[src/lkt_pkg.sv]
// lkt_pkg: shared types, codes and sizes for the two-party lock table
// no dependencies
`timescale 1ns / 1ps
`default_nettype none

package lkt_pkg;

  localparam int LOCK_COUNT = 16;
  localparam int IDX_W      = (LOCK_COUNT > 1) ? $clog2(LOCK_COUNT) : 1;
  localparam int CMD_W      = 3;
  localparam int ID_W       = 4;
  localparam int STS_W      = 2;

  typedef logic [CMD_W-1:0] cmd_t;
  typedef logic [ID_W-1:0]  lock_id_t;
  typedef logic [STS_W-1:0] status_t;
  typedef logic [IDX_W-1:0] idx_t;
  typedef logic [LOCK_COUNT-1:0] lock_vec_t;

  localparam cmd_t CMD_CREATE  = 3'd0;
  localparam cmd_t CMD_ACQUIRE = 3'd1;
  localparam cmd_t CMD_CHECK   = 3'd2;
  localparam cmd_t CMD_RELEASE = 3'd3;
  localparam cmd_t CMD_DESTROY = 3'd4;

  localparam status_t STS_OK       = 2'd0;
  localparam status_t STS_INACTIVE = 2'd1;
  localparam status_t STS_FULL     = 2'd2;

  typedef struct packed {
    logic exec;
  } lkt_ctl_t;

endpackage

`default_nettype wire

[src/lkt_req_if.sv]
// lkt_req_if: request channel (cmd, lock_id, role) with valid/ready
// depends on lkt_pkg
`timescale 1ns / 1ps
`default_nettype none

interface lkt_req_if;
  import lkt_pkg::*;

  logic     valid;
  logic     ready;
  cmd_t     cmd;
  lock_id_t lock_id;
  logic     role;

  modport source (output valid, output cmd, output lock_id, output role, input ready);
  modport sink (input valid, input cmd, input lock_id, input role, output ready);

endinterface

`default_nettype wire

[src/lkt_rsp_if.sv]
// lkt_rsp_if: response channel (status, new_lock, granted) with valid/ready
// depends on lkt_pkg
`timescale 1ns / 1ps
`default_nettype none

interface lkt_rsp_if;
  import lkt_pkg::*;

  logic     valid;
  logic     ready;
  status_t  status;
  lock_id_t new_lock;
  logic     granted;

  modport source (output valid, output status, output new_lock, output granted, input ready);
  modport sink (input valid, input status, input new_lock, input granted, output ready);

endinterface

`default_nettype wire

[src/lkt_ctrl.sv]
// lkt_ctrl: handshake controller, tracks the response register occupancy
// depends on lkt_pkg
`timescale 1ns / 1ps
`default_nettype none

module lkt_ctrl (
  input  wire logic             clk,
  input  wire logic             rst,
  input  wire logic             in_valid,
  output logic                  in_ready,
  output logic                  out_valid,
  input  wire logic             out_ready,
  output lkt_pkg::lkt_ctl_t     ctl
);
  import lkt_pkg::*;

  typedef enum logic [1:0] {
    ST_EMPTY = 2'b01,
    ST_FULL  = 2'b10
  } state_t;

  state_t state;
  state_t state_next;

  always_comb begin
    in_ready   = (state == ST_EMPTY) || out_ready;
    out_valid  = (state == ST_FULL);
    ctl.exec   = in_valid && in_ready;
    state_next = state;
    if (ctl.exec) begin
      state_next = ST_FULL;
    end else if (out_ready) begin
      state_next = ST_EMPTY;
    end
  end

  always_ff @(posedge clk) begin
    if (rst) begin
      state <= ST_EMPTY;
    end else begin
      state <= state_next;
    end
  end

  assert property (@(posedge clk) disable iff (rst)
    (out_valid && !out_ready && !in_valid) |=> out_valid)
    else $error("response dropped before taken");

endmodule

`default_nettype wire

[src/lkt_dp.sv]
// lkt_dp: lock table state, command execution and response register
// depends on lkt_pkg
`timescale 1ns / 1ps
`default_nettype none

module lkt_dp (
  input  wire logic              clk,
  input  wire logic              rst,
  input  wire lkt_pkg::lkt_ctl_t ctl,
  input  wire lkt_pkg::cmd_t     cmd,
  input  wire lkt_pkg::lock_id_t lock_id,
  input  wire logic              role,
  output lkt_pkg::status_t       status,
  output lkt_pkg::lock_id_t      new_lock,
  output logic                   granted
);
  import lkt_pkg::*;

  lock_vec_t active;
  lock_vec_t intent0;
  lock_vec_t intent1;
  lock_vec_t turn;
  lock_vec_t active_next;
  lock_vec_t intent0_next;
  lock_vec_t intent1_next;
  lock_vec_t turn_next;

  status_t  status_next;
  lock_id_t new_lock_next;
  logic     granted_next;

  idx_t idx;
  idx_t free_idx;
  logic free_found;
  logic in_range;
  logic hit;
  logic other_flag;

  always_comb begin
    free_found = 1'b0;
    free_idx   = '0;
    for (int i = LOCK_COUNT - 1; i >= 0; i--) begin
      if (!active[i]) begin
        free_found = 1'b1;
        free_idx   = IDX_W'(i);
      end
    end
  end

  always_comb begin
    idx        = IDX_W'(lock_id);
    in_range   = (int'(lock_id) < LOCK_COUNT);
    hit        = in_range && active[idx];
    other_flag = role ? intent0[idx] : intent1[idx];

    active_next   = active;
    intent0_next  = intent0;
    intent1_next  = intent1;
    turn_next     = turn;
    status_next   = STS_OK;
    new_lock_next = '0;
    granted_next  = 1'b0;

    unique case (cmd)
      CMD_CREATE: begin
        if (free_found) begin
          active_next[free_idx] = 1'b1;
          new_lock_next         = ID_W'(free_idx);
        end else begin
          status_next = STS_FULL;
        end
      end
      CMD_ACQUIRE: begin
        if (hit) begin
          if (role) begin
            intent1_next[idx] = 1'b1;
          end else begin
            intent0_next[idx] = 1'b1;
          end
          turn_next[idx] = role;
          granted_next   = !other_flag;
        end else begin
          status_next = STS_INACTIVE;
        end
      end
      CMD_CHECK: begin
        if (hit) begin
          granted_next = !(other_flag && (turn[idx] == role));
        end else begin
          status_next = STS_INACTIVE;
        end
      end
      CMD_RELEASE: begin
        if (hit) begin
          if (role) begin
            intent1_next[idx] = 1'b0;
          end else begin
            intent0_next[idx] = 1'b0;
          end
        end else begin
          status_next = STS_INACTIVE;
        end
      end
      CMD_DESTROY: begin
        if (hit) begin
          active_next[idx]  = 1'b0;
          intent0_next[idx] = 1'b0;
          intent1_next[idx] = 1'b0;
          turn_next[idx]    = 1'b0;
        end else begin
          status_next = STS_INACTIVE;
        end
      end
      default: begin
      end
    endcase
  end

  always_ff @(posedge clk) begin
    if (rst) begin
      active  <= '0;
      intent0 <= '0;
      intent1 <= '0;
      turn    <= '0;
    end else if (ctl.exec) begin
      active  <= active_next;
      intent0 <= intent0_next;
      intent1 <= intent1_next;
      turn    <= turn_next;
    end
  end

  always_ff @(posedge clk) begin
    if (ctl.exec) begin
      status   <= status_next;
      new_lock <= new_lock_next;
      granted  <= granted_next;
    end
  end

  assert property (@(posedge clk) disable iff (rst)
    ((intent0 | intent1 | turn) & ~active) == '0)
    else $error("lock state on inactive entry");

  assert property (@(posedge clk) disable iff (rst)
    (ctl.exec && cmd == CMD_CREATE && free_found) |=> active[$past(free_idx)])
    else $error("create did not claim entry");

  assert property (@(posedge clk) disable iff (rst)
    (ctl.exec && cmd != CMD_CREATE && !hit)
      |=> ($stable(active) && $stable(intent0) && $stable(intent1) && $stable(turn)))
    else $error("miss changed lock state");

  assert property (@(posedge clk) disable iff (rst)
    (ctl.exec && cmd == CMD_CREATE && !free_found) |=> (active == '1))
    else $error("full report with free entry");

endmodule

`default_nettype wire

[src/two_party_lock_table.sv]
// two_party_lock_table: top level, table of two-party Peterson locks
// depends on lkt_pkg, lkt_req_if, lkt_rsp_if, lkt_ctrl, lkt_dp
//
//   channel  dir  payload                      handshake
//   req      in   cmd[2:0] lock_id[3:0] role   valid/ready
//   rsp      out  status[1:0] new_lock[3:0]    valid/ready
//                 granted
//
// one request per cycle while rsp.ready is high; each response is registered and appears in the cycle after its request
// the lock table is flip-flops, updated in the accepting cycle together with
// the priority encode of the lowest free entry
// rst clears all entries at once, no sweep
// a held response stalls requests only while rsp.ready is low
`timescale 1ns / 1ps
`default_nettype none

module two_party_lock_table (
  input wire logic clk,
  input wire logic rst,
  lkt_req_if.sink  req,
  lkt_rsp_if.source rsp
);
  import lkt_pkg::*;

  lkt_ctl_t ctl;

  lkt_ctrl u_ctrl (
    .clk       (clk),
    .rst       (rst),
    .in_valid  (req.valid),
    .in_ready  (req.ready),
    .out_valid (rsp.valid),
    .out_ready (rsp.ready),
    .ctl       (ctl)
  );

  lkt_dp u_dp (
    .clk      (clk),
    .rst      (rst),
    .ctl      (ctl),
    .cmd      (req.cmd),
    .lock_id  (req.lock_id),
    .role     (req.role),
    .status   (rsp.status),
    .new_lock (rsp.new_lock),
    .granted  (rsp.granted)
  );

endmodule

`default_nettype wire
[src/flat_wrapper.sv]
// flat-port wrapper written by rule: the top's interface ports become plain ports
module two_party_lock_table_flat import lkt_pkg::*;
  (clk, rst, req_valid, req_cmd, req_lock_id, req_role, req_ready, rsp_valid, rsp_status, rsp_new_lock, rsp_granted, rsp_ready);
  lkt_req_if req_i ();
  lkt_rsp_if rsp_i ();
  input wire logic clk;
  input wire logic rst;
  input wire logic [$bits(req_i.valid)-1:0] req_valid;
  input wire logic [$bits(req_i.cmd)-1:0] req_cmd;
  input wire logic [$bits(req_i.lock_id)-1:0] req_lock_id;
  input wire logic [$bits(req_i.role)-1:0] req_role;
  output wire logic [$bits(req_i.ready)-1:0] req_ready;
  output wire logic [$bits(rsp_i.valid)-1:0] rsp_valid;
  output wire logic [$bits(rsp_i.status)-1:0] rsp_status;
  output wire logic [$bits(rsp_i.new_lock)-1:0] rsp_new_lock;
  output wire logic [$bits(rsp_i.granted)-1:0] rsp_granted;
  input wire logic [$bits(rsp_i.ready)-1:0] rsp_ready;
  assign req_i.valid = req_valid;
  assign req_i.cmd = req_cmd;
  assign req_i.lock_id = req_lock_id;
  assign req_i.role = req_role;
  assign req_ready = req_i.ready;
  assign rsp_valid = rsp_i.valid;
  assign rsp_status = rsp_i.status;
  assign rsp_new_lock = rsp_i.new_lock;
  assign rsp_granted = rsp_i.granted;
  assign rsp_i.ready = rsp_ready;
  two_party_lock_table u_core (.clk(clk), .rst(rst), .req(req_i), .rsp(rsp_i));
endmodule
[config.mk]
export PLATFORM = sky130hd
export DESIGN_NAME = two_party_lock_table_flat
export DESIGN_NICKNAME = d
export VERILOG_FILES = /design/src/lkt_pkg.sv /design/src/lkt_req_if.sv /design/src/lkt_rsp_if.sv /design/src/lkt_ctrl.sv /design/src/lkt_dp.sv /design/src/two_party_lock_table.sv /design/src/flat_wrapper.sv
export SDC_FILE = /design/constraint.sdc
export NUM_CORES = 1
export LEC_CHECK = 0
export BUFFER_PORTS_ARGS = -buffer_cell sky130_fd_sc_hd__buf_2
export CAP_MARGIN = 15
export CORE_MARGIN = 3
export CORE_UTILIZATION = 53
export DETAILED_ROUTE_END_ITERATION = 10
export HOLD_SLACK_MARGIN = 0.15
export PLACE_DENSITY = 0.71
export SETUP_SLACK_MARGIN = 0.4
export SYNTH_ARGS = -nofsm -noshare
export SYNTH_HDL_FRONTEND = slang
export SYNTH_HIERARCHICAL = 1
export SYNTH_SLANG_ARGS = --single-unit
[constraint.sdc]
create_clock -name clk -period 3 [get_ports clk]
set_clock_uncertainty 0.2 [all_clocks]
set_input_delay 0.45 -clock clk [delete_from_list [all_inputs] [get_ports clk]]
set_output_delay 0.45 -clock clk [all_outputs]
set_load 0.005 [all_outputs]
=== Yosys cells after proc, flatten, opt, wreduce, memory -nomap -nowiden ===
Cells that the tools add are included.

* Bits in registers: 73
* Bits of input ports: 12
* Output and inout bits: 9
* Logic and storage cells: 125

* Order comparisons: 4
* Equality and inequality tests: 15
* Muxes and demuxes: 72
* Bitwise gates (word level): 8
* Reduce and logical (&&, ||, !) cells: 18

{| class="wikitable"
|+ Operators with widths
! operator !! count
|-
| $mux W16 || 14
|-
| $pmux W16 S3 || 2
|-
| $and A16 B16 Y16 || 4
|-
| $mux W4 || 16
|-
| $pmux W16 S2 || 2
|-
| $or A16 B16 Y16 || 3
|-
| $mux W1 || 26
|-
| $bmux W1 S4 || 4
|-
| $bwmux W16 || 1
|-
| $ne A2 B2 Y1 const B || 8
|-
| $not A16 Y16 || 1
|-
| $reduce_and A7 Y1 || 2
|-
| $lt A4 B5 Y1 const B || 2
|-
| $demux W1 S4 || 2
|-
| $ge A4 B1 Y1 const B || 2
|-
| $reduce_and A4 Y1 || 2
|-
| $eq A3 B2 Y1 const B || 2
|-
| $mux W2 || 3
|-
| $reduce_bool A2 Y1 || 3
|-
| $logic_and A1 B1 Y1 || 4
|-
| $pmux W2 S2 || 1
|-
| $reduce_or A4 Y1 || 1
|-
| $eq A3 B1 Y1 const B || 1
|-
| $eq A3 B3 Y1 const B || 1
|-
| other kinds (9) || 10
|}

=== Longest topological paths before layout ===
* Depth after elaboration: 23
* Depth in mapped cells: 9
* Depth with buffers taken out: 6

=== Cells and area by module ===
Netlist, hierarchy kept.

{| class="wikitable"
|+ By module, submodules not included
! module !! instances !! cells an instance !! area an instance (um2) !! sequential area each (um2)
|-
| lkt_dp || 1 || 384 || 3616.0 || 1491.4
|-
| lkt_ctrl || 1 || 12 || 105.1 || 40.0
|}

=== Worst setup path before layout ===
Ideal clock, no wire load.

* Kind: input -> register
* From: input port req_lock_id[1]
* To: register u_core.u_dp.granted, data pin
* Library setup time: 167 ps
* Arrival time: 2064 ps
* Slack: 569 ps
* Stages on the path: 7
* Path buffers: 2
* Path through: buf_2 buf_2 mux4_2 mux4_2 nand2b_1 a21oi_1 a211oi_1

* Word-level cells in the longest chain between the ends: 7

{| class="wikitable"
|+ RTL lines
! element !! RTL line !! RTL
|-
| start: declaration || flat_wrapper.sv:10 || <nowiki>input wire logic [$bits(req_i.lock_id)-1:0] req_lock_id;</nowiki>
|-
| $bmux W1 S4, on equally long branches || lkt_dp.sv:54, lkt_dp.sv:88 ||
|-
| $mux W1, on equally long branches || lkt_dp.sv:54, lkt_dp.sv:88 ||
|-
| $mux W1 / $eq A1 B1 Y1 (equally long branches) || lkt_dp.sv:54, lkt_dp.sv:88 ||
|-
| $logic_and A1 B1 Y1 || lkt_dp.sv:88 || <nowiki>granted_next = !(other_flag && (turn[idx] == role));</nowiki>
|-
| $logic_not A1 Y1 || lkt_dp.sv:88 ||
|-
| $mux W1 || lkt_dp.sv:87 || <nowiki>if (hit) begin</nowiki>
|-
| $pmux W1 S2 * || lkt_dp.sv:64 || <nowiki>unique case (cmd)</nowiki>
|-
| end signal: assignment || lkt_dp.sv:137 || <nowiki>granted <= granted_next;</nowiki>
|-
| end: declaration || lkt_dp.sv:15 || <nowiki>output logic granted</nowiki>
|}

Mark *: on every way between the ends. The rest lies on a longest branch, timed or not. The select of a mux whose other input is x is not followed.
A chain may end at the register's enable or synchronous reset.

=== Worst setup path after layout ===
* From: input port req_valid
* To: register u_core.u_dp.active[12]

* Word-level cells in the longest chain between the ends: 2

{| class="wikitable"
|+ RTL lines
! element !! RTL line !! RTL
|-
| start: declaration || flat_wrapper.sv:8 || <nowiki>input wire logic [$bits(req_i.valid)-1:0] req_valid;</nowiki>
|-
| $logic_and A1 B1 Y1 || lkt_ctrl.sv:28 || <nowiki>ctl.exec = in_valid && in_ready;</nowiki>
|-
| net u_core.ctl || two_party_lock_table.sv:25 || <nowiki>lkt_ctl_t ctl;</nowiki>
|-
| $reduce_and A4 Y1 (no source line) || - ||
|-
| end signal: assignment || lkt_dp.sv:126 || <nowiki>active <= active_next;</nowiki>
|-
| end: declaration || lkt_dp.sv:19 || <nowiki>lock_vec_t active;</nowiki>
|}

The timed path passes the listed nets, and every way through them passes these cells.

==> results.cfg <==
[finish]
area_delta_synth_final_pct = 10.5
drive_above_1_share_pct = 20.0
fin_nets = 423
n_antenna_cell = 0
final_cell_mix = 66 x dfxtp_1, 44 x a21oi_1, 39 x a211oi_1, 27 x nor2_1
final_common_cell = dfxtp_1

[timing]
setup_viol = 0
fin_setup_tns_ps = 0
fin_crit_ps = 2480
slew_headroom_pct = 53.4
maxSlewViolCount = 0
post-route-period-util_pct = 82.7
report.final.hold_viol_count = 0
rsz0062_at_grt = false
tightest_slew_ps = 698
fmax_ghz = 0.403

[cts]
postCtsSetupBuffers = 0
numCtsBuffers = 9
clk_latency_ps = 350
cts_buffer_depth = 2
h-tree-depth = 3
cts_root_buffer = clkbuf_8
cts.sinks = 73
path_clk_slew_ps = 70
cts_tree = built

[run_status]
status = completed

[synthesis]
ys_ff_latch = 73
ys_warn_count = 6
yosysSeqAreaShare_pct = 41.2
async_flop_share_pct = 0
syn_area_sq_um = 3720
netlist_instances = 396
syn-num-nets = 408
synth_edf_count = 7
ys_types = 50
synth_ff_type = dfxtp_1
syn_area_per_cell_sq_um = 9.40

[floorplanning]
rows = 29
start_util_pct = 56.7
die_area_sq_um = 8060
ios = 21
die_x_microns = 89.8
dieHeight_microns = 89.8
core_area_sq_um = 6570

[global_route]
antenna_found_initial = 0
grt_pass1_vias = 2951
grt_pass1_wl_microns = 15900
grt_overflow = 0
gr-usage-all-layers_pct = 24.3
grt_max_degree = 36

[power_and_ir_drop]
cellLeakagePower_uw = 0.00133
power_density_nw_per_um2 = 472
total_power_uw = 1940
vdd.ir_drop.worst_mv = 0.345

[route]
drt_wl_total_microns = 9770
via_count = 3302
wire_per_inst_microns = 19.2
antenna_left = 0
viasPerCell = 6.49
drtPass1Iterations = 5
drc = 0
drt_iter0_markers = 437

[worst_setup_path]
cpPeakStageDelay_ps = 530
path_cells = dlygate4sd3_1 -> buf_2 -> o21a_2 -> nand2_1 -> or4_1 -> or3_1 -> o21ai_0
end_kind = flop
crit_fanout = 10
rrSetupSlack_ps = 530
cp.arrival_ps = 2550
cp-start-kind = primary input
cpMaxStageDelayCell = dlygate4sd3_1
critPathKind = in2reg
crit_required_ps = 3070

[placement]
io_buffers = 20
hpwl_microns = 6660
gp_congestion = 0.891

[flow_run]
maxCapViolCount = 0

[min_path]
holdCritPathClass = in2reg
cell usage after synthesis (10+ instances only):
| cell | n | area, sq um |
|---|---|---|
| o21ai_0 | 17 | 85.1 |
| a211oi_2 | 10 | 125 |
| dfxtp_1 | 66 | 1320 |
| nor2b_1 | 12 | 75.1 |
| a31oi_1 | 20 | 125 |
| a21oi_1 | 44 | 220 |
| a211oi_1 | 39 | 293 |
| nand2_1 | 18 | 67.6 |
| o211ai_1 | 12 | 90.1 |
| mux4_2 | 13 | 293 |
| clkbuf_1 | 16 | 60.1 |
| nor2_1 | 28 | 105 |
per-stage QoR:
step	hold slack, ps	instance area, sq um	util, %	cells	setup slack [ps]
after floorplan	278	3720	-	396	569
after global placement	297	3910	59.5	492	265
after detailed placement	310	3910	59.5	492	258
after CTS	237	4110	62.6	509	442
after global routing	264	4110	62.6	509	408
final	243	4110	62.6	509	520
critical path: cells and delay by family:
kind	cells	cell delay (ps)
AND/OR/NAND/NOR	3	1040
AO/OA/AOI/OAI	2	410
buffers and inverters	2	650
kinds of logic after synthesis:
kind of cell / Yosys count / share of synthesized area, %
and+or+nand+nor: 104 / 14.7
DFF: 73 / 41.2
AOI/OAI and AO/OA: 159 / 29.1
muxes: 22 / 10.4
xor gates and xnor gates: 1 / 0.235
buffers and inverters: 37 / 4.44
metal layers:
layer | track usage (%) | routed length [microns] | vias up
met2 | 33.8 | 4170 | 168
met4 | 6.39 | 122 | 0
met3 | 7.60 | 985 | 18
met1 | 36.3 | 4490 | 1565
li1 | - | - | 1551
met5 | 0 | 0 | -
where the power goes:
| group | internal, uW | switching, uW |
|---|---|---|
| logic | 57.9 | 119 |
| clock network | 388 | 377 |
| registers | 992 | 4.73 |
final cells by class:
cell class                      count  area, sq um
Clock inverter                      6         66.3
Tap cell                           93          116
Sequential cell                    73         1530
Fill cell                         554         2450
Clock buffer                       10          128
Inverter                            8         30.0
Multi-Input combinational cell    286         2030
Timing Repair Buffer               33          213
worst paths after layout:
kind,from,end,cells past startpoint
worst max-delay path,req_valid,u_core/u_dp/active[12],7
worst min-delay path,rsp_ready,u_core/u_ctrl/state[0],3
worst min register to register,flop,flop,2
worst max register to register,u_core/u_dp/active[5],flop,6
what timing repair did:
item / in CTS / in global routing
endpoints found under the hold margin: 1 / 0
endpoints found under the setup margin: 0 / 15
gates resized for setup: 0 / 2
hold buffers: 1 / 0
No activity file was read; power rests on OpenSTA's default activity.
